$ cat config.mk
export PLATFORM = sky130hd
export DESIGN_NAME = key_press_duration_classifier
export DESIGN_NICKNAME = d
export VERILOG_FILES = /design/src/rtl/kpd_pkg.sv /design/src/rtl/key_press_duration_classifier.sv /design/src/rtl/kpd_cfg_regs.sv /design/src/rtl/kpd_step.sv
export SDC_FILE = /design/constraint.sdc
export NUM_CORES = 1
export LEC_CHECK = 0
export BUFFER_PORTS_ARGS = -buffer_cell sky130_fd_sc_hd__clkbuf_2
export CORE_MARGIN = 3
export CORE_UTILIZATION = 60
export DETAILED_ROUTE_END_ITERATION = 16
export PLACE_DENSITY = 0.81
export SYNTH_ARGS = -nofsm -noshare
export SYNTH_HDL_FRONTEND = slang
export SYNTH_HIERARCHICAL = 1
export SYNTH_SLANG_ARGS = --single-unit
$ cat constraint.sdc
create_clock -name clk -period 4.6 [get_ports clk]
set_input_delay 1.38 -clock clk [delete_from_list [all_inputs] [get_ports clk]]
set_output_delay 1.38 -clock clk [all_outputs]
set_load 0.005 [all_outputs]
$ cat src/rtl/kpd_pkg.sv
// Shared types and codes for the key press duration classifier.
`default_nettype none
package kpd_pkg;

  localparam int CNT_W = 11;
  localparam int CFG_W = 11;
  localparam int CFG_AW = 2;

  localparam logic [CFG_AW-1:0] CFG_LONG = 2'd0;
  localparam logic [CFG_AW-1:0] CFG_ENTER_MID = 2'd1;
  localparam logic [CFG_AW-1:0] CFG_ESC_VLONG = 2'd2;
  localparam logic [CFG_AW-1:0] CFG_HOLD_LIMIT = 2'd3;

  localparam logic [1:0] PH_IDLE = 2'd0;
  localparam logic [1:0] PH_DEBOUNCE = 2'd1;
  localparam logic [1:0] PH_HOLD = 2'd2;
  localparam logic [1:0] PH_WAIT = 2'd3;

  localparam logic [1:0] K_ESC = 2'd0;
  localparam logic [1:0] K_ENTER = 2'd1;
  localparam logic [1:0] K_UP = 2'd2;
  localparam logic [1:0] K_DOWN = 2'd3;

  localparam logic [3:0] EV_NONE = 4'd0;
  localparam logic [3:0] EV_ENTER_SHORT = 4'd1;
  localparam logic [3:0] EV_ENTER_3S = 4'd2;
  localparam logic [3:0] EV_ENTER_6S = 4'd3;
  localparam logic [3:0] EV_ENTER_15S = 4'd4;
  localparam logic [3:0] EV_ESC_SHORT = 4'd5;
  localparam logic [3:0] EV_ESC_3S = 4'd6;
  localparam logic [3:0] EV_ESC_9S = 4'd7;
  localparam logic [3:0] EV_UP = 4'd8;
  localparam logic [3:0] EV_DOWN = 4'd9;

  localparam logic [1:0] STG_NONE = 2'd0;
  localparam logic [1:0] STG_3S = 2'd1;
  localparam logic [1:0] STG_6S = 2'd2;

  typedef struct packed {
    logic [CFG_W-1:0] long_ticks;
    logic [CFG_W-1:0] enter_mid_ticks;
    logic [CFG_W-1:0] esc_very_long_ticks;
    logic [CFG_W-1:0] hold_limit_ticks;
  } cfg_t;

  // packed so that bit 0 is esc_level, bit 4 is sleep_block
  typedef struct packed {
    logic sleep_block;
    logic down_level;
    logic up_level;
    logic enter_level;
    logic esc_level;
  } tick_t;

  typedef struct packed {
    logic [1:0] enter_stage;
    logic beep;
    logic [3:0] key_event;
  } res_t;

  typedef struct packed {
    logic [1:0] phase;
    logic [1:0] held_key;
    logic [CNT_W-1:0] hold_count;
    logic [1:0] marks;
  } state_t;

endpackage
`default_nettype wire

$ cat src/rtl/key_press_duration_classifier.sv
// Top level: stream ports, input and result registers, classifier state.
`default_nettype none
// Debounced key classifier. Each input request is one 10 ms scan tick carrying four
// active-low key levels and a sleep flag; each tick yields exactly one result
// request (key event, beep pulse, enter stage notice). One tick is accepted per
// clock while in_tready is high; out_tvalid for a tick rises after the input register,
// a single pass of step logic and the result register. While a result waits for the
// consumer the input register takes at most one more tick and then in_tready drops
// until the result is taken. The user must write the thresholds through
// cfg_we/cfg_addr/cfg_wdata only while the block is idle; the block does not enforce it.
module key_press_duration_classifier
  import kpd_pkg::*;
(
  input  wire logic              clk,
  input  wire logic              rst_n,
  input  wire logic              in_tvalid,
  output logic                   in_tready,
  // esc_level, enter_level, up_level, down_level, sleep_block, 3 zero bits
  input  wire logic [7:0]        in_tdata,
  output logic                   out_tvalid,
  input  wire logic              out_tready,
  // key_event[3:0], beep, enter_stage[1:0], 1 zero bit
  output logic [7:0]             out_tdata,
  input  wire logic              cfg_we,
  input  wire logic [CFG_AW-1:0] cfg_addr,
  input  wire logic [CFG_W-1:0]  cfg_wdata
);

  cfg_t cfg;
  tick_t tick_r;
  logic in_vld_r;
  logic in_vld_nxt;
  state_t st_r;
  state_t st_nxt;
  res_t res;
  res_t res_r;
  logic out_vld_r;
  logic out_vld_nxt;
  logic in_acc;
  logic fire;

  kpd_cfg_regs u_cfg (
    .clk       (clk),
    .rst_n     (rst_n),
    .cfg_we    (cfg_we),
    .cfg_addr  (cfg_addr),
    .cfg_wdata (cfg_wdata),
    .cfg       (cfg)
  );

  kpd_step u_step (
    .tick   (tick_r),
    .st     (st_r),
    .cfg    (cfg),
    .st_nxt (st_nxt),
    .res    (res)
  );

  assign fire = in_vld_r && (!out_vld_r || out_tready);
  assign in_tready = !in_vld_r || fire;
  assign in_acc = in_tvalid && in_tready;

  always_comb begin
    in_vld_nxt = in_vld_r;
    if (in_acc) in_vld_nxt = 1'b1;
    else if (fire) in_vld_nxt = 1'b0;
    out_vld_nxt = out_vld_r;
    if (fire) out_vld_nxt = 1'b1;
    else if (out_tready) out_vld_nxt = 1'b0;
  end

  always_ff @(posedge clk) begin
    if (!rst_n) begin
      in_vld_r <= 1'b0;
      out_vld_r <= 1'b0;
      st_r <= '0;
    end else begin
      in_vld_r <= in_vld_nxt;
      out_vld_r <= out_vld_nxt;
      if (fire) st_r <= st_nxt;
    end
  end

  always_ff @(posedge clk) begin
    if (in_acc) tick_r <= tick_t'(in_tdata[4:0]);
    if (fire) res_r <= res;
  end

  assign out_tvalid = out_vld_r;
  assign out_tdata = {1'b0, res_r};

`ifndef ASSERT_OFF
  a_beep_stage_excl: assert property (@(posedge clk) disable iff (!rst_n)
    out_vld_r |-> !(res_r.beep && res_r.enter_stage != STG_NONE))
    else $error("beep and enter stage notice in the same result");

  a_event_range: assert property (@(posedge clk) disable iff (!rst_n)
    out_vld_r |-> res_r.key_event <= EV_DOWN)
    else $error("key event code out of range");

  a_debounce_once: assert property (@(posedge clk) disable iff (!rst_n)
    (fire && !tick_r.sleep_block && st_r.phase == PH_DEBOUNCE) |=>
      st_r.phase != PH_DEBOUNCE)
    else $error("debounce lasted more than one tick");
`endif

endmodule
`default_nettype wire

$ cat src/rtl/kpd_cfg_regs.sv
// Threshold register file written through the plain configuration port.
`default_nettype none
module kpd_cfg_regs
  import kpd_pkg::*;
(
  input  wire logic              clk,
  input  wire logic              rst_n,
  input  wire logic              cfg_we,
  input  wire logic [CFG_AW-1:0] cfg_addr,
  input  wire logic [CFG_W-1:0]  cfg_wdata,
  output cfg_t                   cfg
);

  cfg_t cfg_r;
  cfg_t cfg_nxt;

  always_comb begin
    cfg_nxt = cfg_r;
    if (cfg_we) begin
      case (cfg_addr)
        CFG_LONG:       cfg_nxt.long_ticks = cfg_wdata;
        CFG_ENTER_MID:  cfg_nxt.enter_mid_ticks = cfg_wdata;
        CFG_ESC_VLONG:  cfg_nxt.esc_very_long_ticks = cfg_wdata;
        CFG_HOLD_LIMIT: cfg_nxt.hold_limit_ticks = cfg_wdata;
        default:        cfg_nxt = cfg_r;
      endcase
    end
  end

  always_ff @(posedge clk) begin
    if (!rst_n) begin
      cfg_r.long_ticks <= CFG_W'(300);
      cfg_r.enter_mid_ticks <= CFG_W'(600);
      cfg_r.esc_very_long_ticks <= CFG_W'(900);
      cfg_r.hold_limit_ticks <= CFG_W'(1500);
    end else begin
      cfg_r <= cfg_nxt;
    end
  end

  assign cfg = cfg_r;

endmodule
`default_nettype wire

$ cat src/rtl/kpd_step.sv
// Per-tick next-state and result logic of the key classifier.
`default_nettype none
module kpd_step
  import kpd_pkg::*;
(
  input  tick_t  tick,
  input  state_t st,
  input  cfg_t   cfg,
  output state_t st_nxt,
  output res_t   res
);

  function automatic logic [3:0] classify(input logic [1:0] key, input logic [CNT_W:0] i,
                                          input cfg_t c);
    logic [3:0] ev;
    begin
      case (key)
        K_ESC: begin
          if (i > {1'b0, c.esc_very_long_ticks}) ev = EV_ESC_9S;
          else if (i > {1'b0, c.long_ticks}) ev = EV_ESC_3S;
          else ev = EV_ESC_SHORT;
        end
        K_ENTER: begin
          if (i > {1'b0, c.hold_limit_ticks}) ev = EV_ENTER_15S;
          else if (i > {1'b0, c.enter_mid_ticks}) ev = EV_ENTER_6S;
          else if (i > {1'b0, c.long_ticks}) ev = EV_ENTER_3S;
          else ev = EV_ENTER_SHORT;
        end
        K_UP:    ev = EV_UP;
        default: ev = EV_DOWN;
      endcase
      return ev;
    end
  endfunction

  logic [3:0] dn;
  logic any_dn;
  logic [1:0] pick;
  logic [CNT_W:0] cnt_inc;
  logic [CNT_W:0] lim_ext;

  assign dn = ~{tick.down_level, tick.up_level, tick.enter_level, tick.esc_level};
  assign any_dn = |dn;
  assign pick = dn[K_ESC] ? K_ESC : dn[K_ENTER] ? K_ENTER : dn[K_UP] ? K_UP : K_DOWN;
  assign cnt_inc = {1'b0, st.hold_count} + {{CNT_W{1'b0}}, 1'b1};
  assign lim_ext = {1'b0, cfg.hold_limit_ticks};

  always_comb begin
    st_nxt = st;
    res.key_event = EV_NONE;
    res.beep = 1'b0;
    res.enter_stage = STG_NONE;
    if (!tick.sleep_block) begin
      case (st.phase)
        PH_IDLE: begin
          if (any_dn) st_nxt.phase = PH_DEBOUNCE;
        end
        PH_DEBOUNCE: begin
          if (!any_dn) begin
            st_nxt.phase = PH_IDLE;
          end else begin
            st_nxt.held_key = pick;
            st_nxt.hold_count = '0;
            st_nxt.marks = 2'b00;
            res.beep = 1'b1;
            if (cfg.hold_limit_ticks == '0) begin
              res.key_event = classify(pick, {{CNT_W{1'b0}}, 1'b1}, cfg);
              st_nxt.phase = PH_WAIT;
            end else begin
              st_nxt.phase = PH_HOLD;
            end
          end
        end
        PH_HOLD: begin
          if (!dn[st.held_key]) begin
            res.key_event = classify(st.held_key, cnt_inc, cfg);
            st_nxt.phase = PH_IDLE;
          end else begin
            st_nxt.hold_count = cnt_inc[CNT_W-1:0];
            // second threshold takes precedence; each mark fires once per hold
            if (st.held_key == K_ESC) begin
              if (cnt_inc > {1'b0, cfg.esc_very_long_ticks}) begin
                if (!st.marks[1]) begin
                  st_nxt.marks[1] = 1'b1;
                  res.beep = 1'b1;
                end
              end else if (cnt_inc > {1'b0, cfg.long_ticks}) begin
                if (!st.marks[0]) begin
                  st_nxt.marks[0] = 1'b1;
                  res.beep = 1'b1;
                end
              end
            end else if (st.held_key == K_ENTER) begin
              if (cnt_inc > {1'b0, cfg.enter_mid_ticks}) begin
                if (!st.marks[1]) begin
                  st_nxt.marks[1] = 1'b1;
                  res.enter_stage = STG_6S;
                end
              end else if (cnt_inc > {1'b0, cfg.long_ticks}) begin
                if (!st.marks[0]) begin
                  st_nxt.marks[0] = 1'b1;
                  res.enter_stage = STG_3S;
                end
              end
            end
            if (cnt_inc >= lim_ext) begin
              res.key_event = classify(st.held_key, lim_ext + {{CNT_W{1'b0}}, 1'b1}, cfg);
              st_nxt.phase = PH_WAIT;
            end
          end
        end
        default: begin
          if (!any_dn) st_nxt.phase = PH_IDLE;
        end
      endcase
    end
  end

endmodule
`default_nettype wire
Yosys cells after proc, flatten, opt, wreduce, memory -nomap -nowiden:

Index checks and enable logic that the tools add are counted.

* register bits: 75
* bits of input ports: 26
* output and inout bits: 10
* word-level logic and storage cells: 143

* add/subtract/negate cells: 2
* $lt $le $gt $ge: 14
* eq/ne operators: 19
* multiplexer cells: 59
* bitwise operators: 5
* reduce and logical (&&, ||, !) cells: 25

Operator list (number)
* 12-bit by 11-bit greater-than comparator with 1-bit output: 8
* 1-bit by 11-bit greater-than comparator with 1-bit output (first input constant): 4
* 4-bit two-way mux: 11
* 2-bit two-way mux: 19
* 4-bit case mux with 3 select lines: 3
* 13-bit two-way mux: 2
* 13-bit case mux with 2 select lines: 1
* 11-bit by 1-bit adder with 12-bit output (second input constant): 2
* 1-bit two-way mux: 19
* 8-bit AND reduction: 2
* 12-bit by 11-bit >= comparator with 1-bit output: 1
* 11-bit zero test: 1
* 2-bit equality test (second input constant): 5
* 5-bit case mux with 2 select lines: 1
* 5-bit AND reduction: 2
* 3-bit != test (second input constant): 3
* 2-bit by 1-bit equality test with 1-bit output (second input constant): 4
* 2-bit zero test: 4
* 2-bit AND reduction: 4
* 2-bit by 1-bit != test with 1-bit output (second input constant): 3
* 3-bit by 1-bit != test with 1-bit output (second input constant): 2
* 2-bit case mux with 3 select lines: 1
* 2-bit nonzero test: 3
* 5-bit two-way mux: 1
* other kinds (12): 18

Longest topological paths before layout:

* depth after elaboration: 9
* gate-level depth with buffers: 16
* gate-level depth less buffers: 15

Hierarchy:

Netlist, hierarchy kept.

Modules (own cells, without submodules)
* kpd_step: instances 1, cells each 488, area each 3405.8 um^2, sequential area each 0.0 um^2
* kpd_cfg_regs: instances 1, cells each 171, area each 1754.2 um^2, sequential area each 880.8 um^2
* key_press_duration_classifier: instances 1, cells each 97, area each 1143.6 um^2, sequential area each 740.7 um^2

Worst setup path before layout:

No wires, ideal clock.

* kind: reg-to-reg
* from: reg u_cfg.cfg_r, in the netlist u_cfg/cfg[0]
* to: reg res_r, in the netlist out_tdata[1], data pin
* setup time: 0.256 ns
* arrival time: 3.130 ns
* data required time: 4.344 ns
* setup slack: 1.214 ns
* stages on the path, launching flop included: 14
* path buffers: 0
* clock period less this slack: 3.386 ns
* path through: dfxtp_1 -> ha_1 -> nand3_1 -> nor4_1 -> ha_1 -> inv_1 -> ha_1 -> and3_1 -> a221oi_1 -> o21a_1 -> a21oi_1 -> or3_1 -> a21o_2 -> a41o_1

* cells in the longest elaborated chain, start to end: 9
* elaborated cells between the ends (all ways): 24
* those cells by class: add/sub (1); order compare (7); mux (15); reduce/logical (1)

Ends and longest elaborated chain
* start: declaration: RTL line kpd_cfg_regs.sv:14 `cfg_t cfg_r;`
* start signal: assignment: RTL line kpd_cfg_regs.sv:37 `cfg_r <= cfg_nxt;`
* 11-bit by 1-bit adder with 12-bit output: RTL line kpd_step.sv:107 `res.key_event = classify(st.held_key, lim_ext + {{CNT_W{1'b0}}, 1'b1}, cfg);`
* 12-bit by 11-bit greater-than comparator with 1-bit output: RTL line kpd_step.sv:20, kpd_step.sv:26
* 2-bit two-way mux: RTL line kpd_step.sv:20, kpd_step.sv:26
* 2-bit two-way mux: RTL line kpd_step.sv:25 `else if (i > {1'b0, c.enter_mid_ticks}) ev = EV_ENTER_6S;`
* 4-bit two-way mux: RTL line kpd_step.sv:24 `if (i > {1'b0, c.hold_limit_ticks}) ev = EV_ENTER_15S;`
* 4-bit case mux with 3 select lines: RTL line kpd_step.sv:17 `case (key)`
* 4-bit two-way mux: RTL line kpd_step.sv:106 `if (cnt_inc >= lim_ext) begin`
* 4-bit two-way mux: RTL line kpd_step.sv:75 `if (!dn[st.held_key]) begin`
* 5-bit case mux with 2 select lines *: RTL line kpd_step.sv:54 `case (st.phase)`
* end signal: assignment: RTL line key_press_duration_classifier.sv:86 `if (fire) res_r <= res;`
* end: declaration: RTL line key_press_duration_classifier.sv:36 `res_t res_r;`

Mark *: on every way between the ends. The rest lies on a longest branch, timed or not.
A chain may end at the register's enable or synchronous reset.

Worst setup path after layout:

* from: reg st_r[2] (netlist bit)
* to: reg res_r, in the netlist out_tdata[0], data pin

* cells in the longest elaborated chain, start to end: 8
* elaborated cells between the ends (all ways): 15
* those cells by class: add/sub (1); order compare (5); mux (9)

Ends and longest elaborated chain
* start: declaration: RTL line key_press_duration_classifier.sv:33 `state_t st_r;`
* start signal: assignment: RTL line key_press_duration_classifier.sv:80 `if (fire) st_r <= st_nxt;`
* 11-bit by 1-bit adder with 12-bit output *: RTL line kpd_step.sv:45 `assign cnt_inc = {1'b0, st.hold_count} + {{CNT_W{1'b0}}, 1'b1};`
* 12-bit by 11-bit greater-than comparator with 1-bit output: RTL line kpd_step.sv:20, kpd_step.sv:26
* 2-bit two-way mux: RTL line kpd_step.sv:20, kpd_step.sv:26
* 4-bit two-way mux: RTL line kpd_step.sv:25
* 4-bit two-way mux: RTL line kpd_step.sv:24
* 4-bit case mux with 3 select lines: RTL line kpd_step.sv:17
* 4-bit two-way mux *: RTL line kpd_step.sv:75
* 5-bit case mux with 2 select lines *: RTL line kpd_step.sv:54

Marked as above.

==> flow_summary_export.csv <==
group,metric,value,unit
die,coreArea,10000,um^2
grt,track_usage,28.6,%
clocking,cts_buffers,9,
clocking,hold_buffers,0,
synthesis,ys.flop_type,"dfxtp_1",
clocking,cts_setup_buffers,0,
clocking,clock_latency,0.37,ns
clocking,clockRootBuffer,"clkbuf_8",
worst_setup_path,critical_path_required,4.77,ns
sta,fmax,0.239,GHz
routing,drt_iter0_drc,455,
worst_setup_path,crit_chain,"ha_1 > nand3_1 > nor2_1 > xor2_1 > ha_1 > nand3_1 > or2_1 > or4_1 > a21oi_1 > a41oi_1 > a31o_2 > o41ai_2",
synthesis,syn_inst,756,
synthesis,netlist_area,6300,um^2
sta,fin_skew,0.00675,ns
die,dieHeight,109,um
place,portBuffers,31,
synthesis,ys_types,74,
synthesis,ys_seq_elements,75,
die,die-area,11800,um^2
pwr,p_int,0.00101,W
synthesis,synth_warnings,6,
clocking,cts_tree,"done",
pwr,fin_total_pwr,0.00141,W
worst_setup_path,cp-end-kind,"register",
clocking,cts_buffer_depth,2,
routing,vias,5712,
pwr,netSwitchingPower,0.000400,W
routing,finalWirelength,16.1,mm
pwr,swShare,28.3,%
die,start_util,63.0,%
grt,grt_pass1_vias,5454,
layout,layout-drive-gt1-share,8.65,%
layout,area_growth,5.54,%
die,die_w,109,um
worst_setup_path,r2r_start,"st_r[2]",
worst_hold_path,min_to,"u_cfg/cfg[34]",
layout,diodes,0,
worst_hold_path,min_path_cells,2,
worst_setup_path,critPathSlowestCell,"dfxtp_1",
worst_setup_path,ff2ff_path_depth,12,
synthesis,syn_nets,872,
sta,maxSlewHeadroom,42.6,%
grt,antenna_found_initial,0,
worst_setup_path,worstSetupPathType,"register to register",
routing,wl_per_cell,17.8,um
place,routabilityCongestion,1.06,
layout,layout.nets,888,
worst_setup_path,critPathArrivalTime,4.36,ns
worst_setup_path,start_kind,"register",
worst_setup_path,critPathMaxStageDelay,0.59,ns
pwr,combPwrFrac,14.5,%
clocking,cts.clk_slew.worst_paths,0.08,ns
die,row_count,36,
grt,grt_remaining_overflow,0,
pwr,power_density,212,nW/um^2
worst_setup_path,r2r_end,"out_tdata[0]",
pwr,seq_power_share,50.2,%
pwr,clkPwrFrac,35.2,%
routing,firstDrtPassIters,5,
layout,finalNonFillerCells,908,
pwr,p_leak,2.98,nW
outcome,status,"complete, no violations",
pwr,ir_worst_vdd,0.000158,V
grt,grt_max_degree,37,
sta,setup_violations,0,
synthesis,synthArstFlopShare,0,%
sta,tns,0,ns
sta,hold_viol,0,
layout,final_util,66.5,%
place,dp_cells,894,
place,dp_hpwl,12.6,mm
worst_hold_path,hold_class,"register to register",
worst_hold_path,holdCritStartpoint,"u_cfg/cfg[34]",
sta,drv_slew,0,
layout,layout_commonest_cell,"nand2_1",
worst_setup_path,crit_fanout,9,
clocking,clock-sinks,75,
synthesis,synth_edf_count,12,
sta,fin_crit,4.18,ns
routing,drtAntennaViolNets,0,
sta,rsz0062_at_grt,"no",
die,io_pins,36,
grt,grt_first_pass_wirelength,26.3,mm
routing,routed_via_density,6.29,
worst_setup_path,rrSetupSlack,0.42,ns
run,cap_violations,0,
sta,worst_pin_slew,0.858,ns
sta,fin_crit_sh,90.9,%
clocking,htree_levels,3,
synthesis,yosysSeqAreaShare,25.7,%
routing,drc,0,
clocking,ctsResizeCount,0,
synthesis,synth.avg_cell_area,8.34,um^2
layout,most-common-layout-cells,"nand2_1, ha_1, dfxtp_1",
==> how the worst max path moves through the flow <==
stage,startpoint,endpoint,slack (ns),depth (start not counted)
floorplan,u_cfg/cfg[0],out_tdata[1],1.21,13
global placement,st_r[2],out_tdata[0],0.69,13
detailed placement,st_r[2],out_tdata[0],0.54,12
CTS,st_r[2],out_tdata[0],0.51,12
global route,st_r[2],out_tdata[0],0.18,13
finish,st_r[2],out_tdata[0],0.42,12
==> cells by family after synthesis <==
| kind of cell | share of synthesized area (%) |
|---|---|
| simple gates | 23.7 |
| flops | 25.7 |
| other cells | 0.0595 |
| xor+xnor | 2.08 |
| buf+inv | 6.57 |
| mux | 9.73 |
| fa+ha+maj | 17.9 |
| compound gates | 14.3 |
==> per-stage QoR <==
| stage | hold WS [ns] | worst slack, ns | area, um^2 |
|---|---|---|---|
| 2_1_floorplan | 0.431 | 1.21 | 6300 |
| 3_3_place_gp | 0.463 | 0.692 | 6470 |
| 3_5_place_dp | 0.472 | 0.542 | 6470 |
| 4_1_cts | 0.484 | 0.508 | 6650 |
| 5_1_grt | 0.509 | 0.176 | 6650 |
| 6_report | 0.487 | 0.417 | 6650 |
==> flip-flops by register name, indices dropped and copies added, names as in the netlist <==
signal,cells
u_cfg/cfg,44
st_r,17
out_tdata,7
tick_r,5
in_vld_r,1
out_tvalid,1
==> routing by layer <==
layer  GRT usage [%]  vias to the layer above  wire length (um)  share of wire (%)
li1                -                     2727                 -                  -
met1            37.7                     2701              7020                 44
met2            45.5                      234              7380                 46
met3            5.49                       50              1190                7.4
met4            12.4                        0               540                3.3
met5               0                        -                 0                  0
==> cell type report <==
type	instances	area, um^2
flip-flops and latches	75	1620
inverters	60	225
fillers	835	3350
clock inverters	5	55.1
multi-input cells	590	4270
well taps	133	166
clock buffers	9	124
repair buffers	36	193
==> Yosys cell counts (6+ instances only) <==
cell	instances	area (um^2)
dfxtp_1	63	1260
o211ai_1	6	45.0
inv_1	60	225
o21ai_0	22	110
nor3_1	19	95.1
nor2b_1	37	231
a21oi_1	45	225
buf_2	10	50.1
ha_1	90	1130
and3_1	6	37.5
edfxtp_1	12	360
clkbuf_1	10	37.5
buf_4	6	45.0
nand3_1	30	150
xnor2_1	10	87.6
a21o_1	9	67.6
nand4_1	10	62.6
nand2_1	111	417
mux2i_1	59	591
nor4_1	12	75.1
nor2_1	26	97.6
==> worst max-delay path, delay by kind of cell, from the launching register on <==
kind	cells	cell delay, ns
flip-flops	1	0.59
XOR/XNOR	1	0.49
AND/OR/NAND/NOR	5	1.19
adder cells (fa/ha/maj)	2	0.62
AO/OA/AOI/OAI	4	1.12
==> power by group through the flow <==
stage	Clock, W	Combinational, W	Sequential, W
after global routing	0.000531	0.000227	0.000713
after detailed placement	0	0.000199	0.000724
after CTS	0.000504	0.000200	0.000709
after floorplan	0	0.000151	0.000716
final	0.000498	0.000205	0.000710
after global placement	0	0.000186	0.000723
Power figures use the tool's default switching activity.
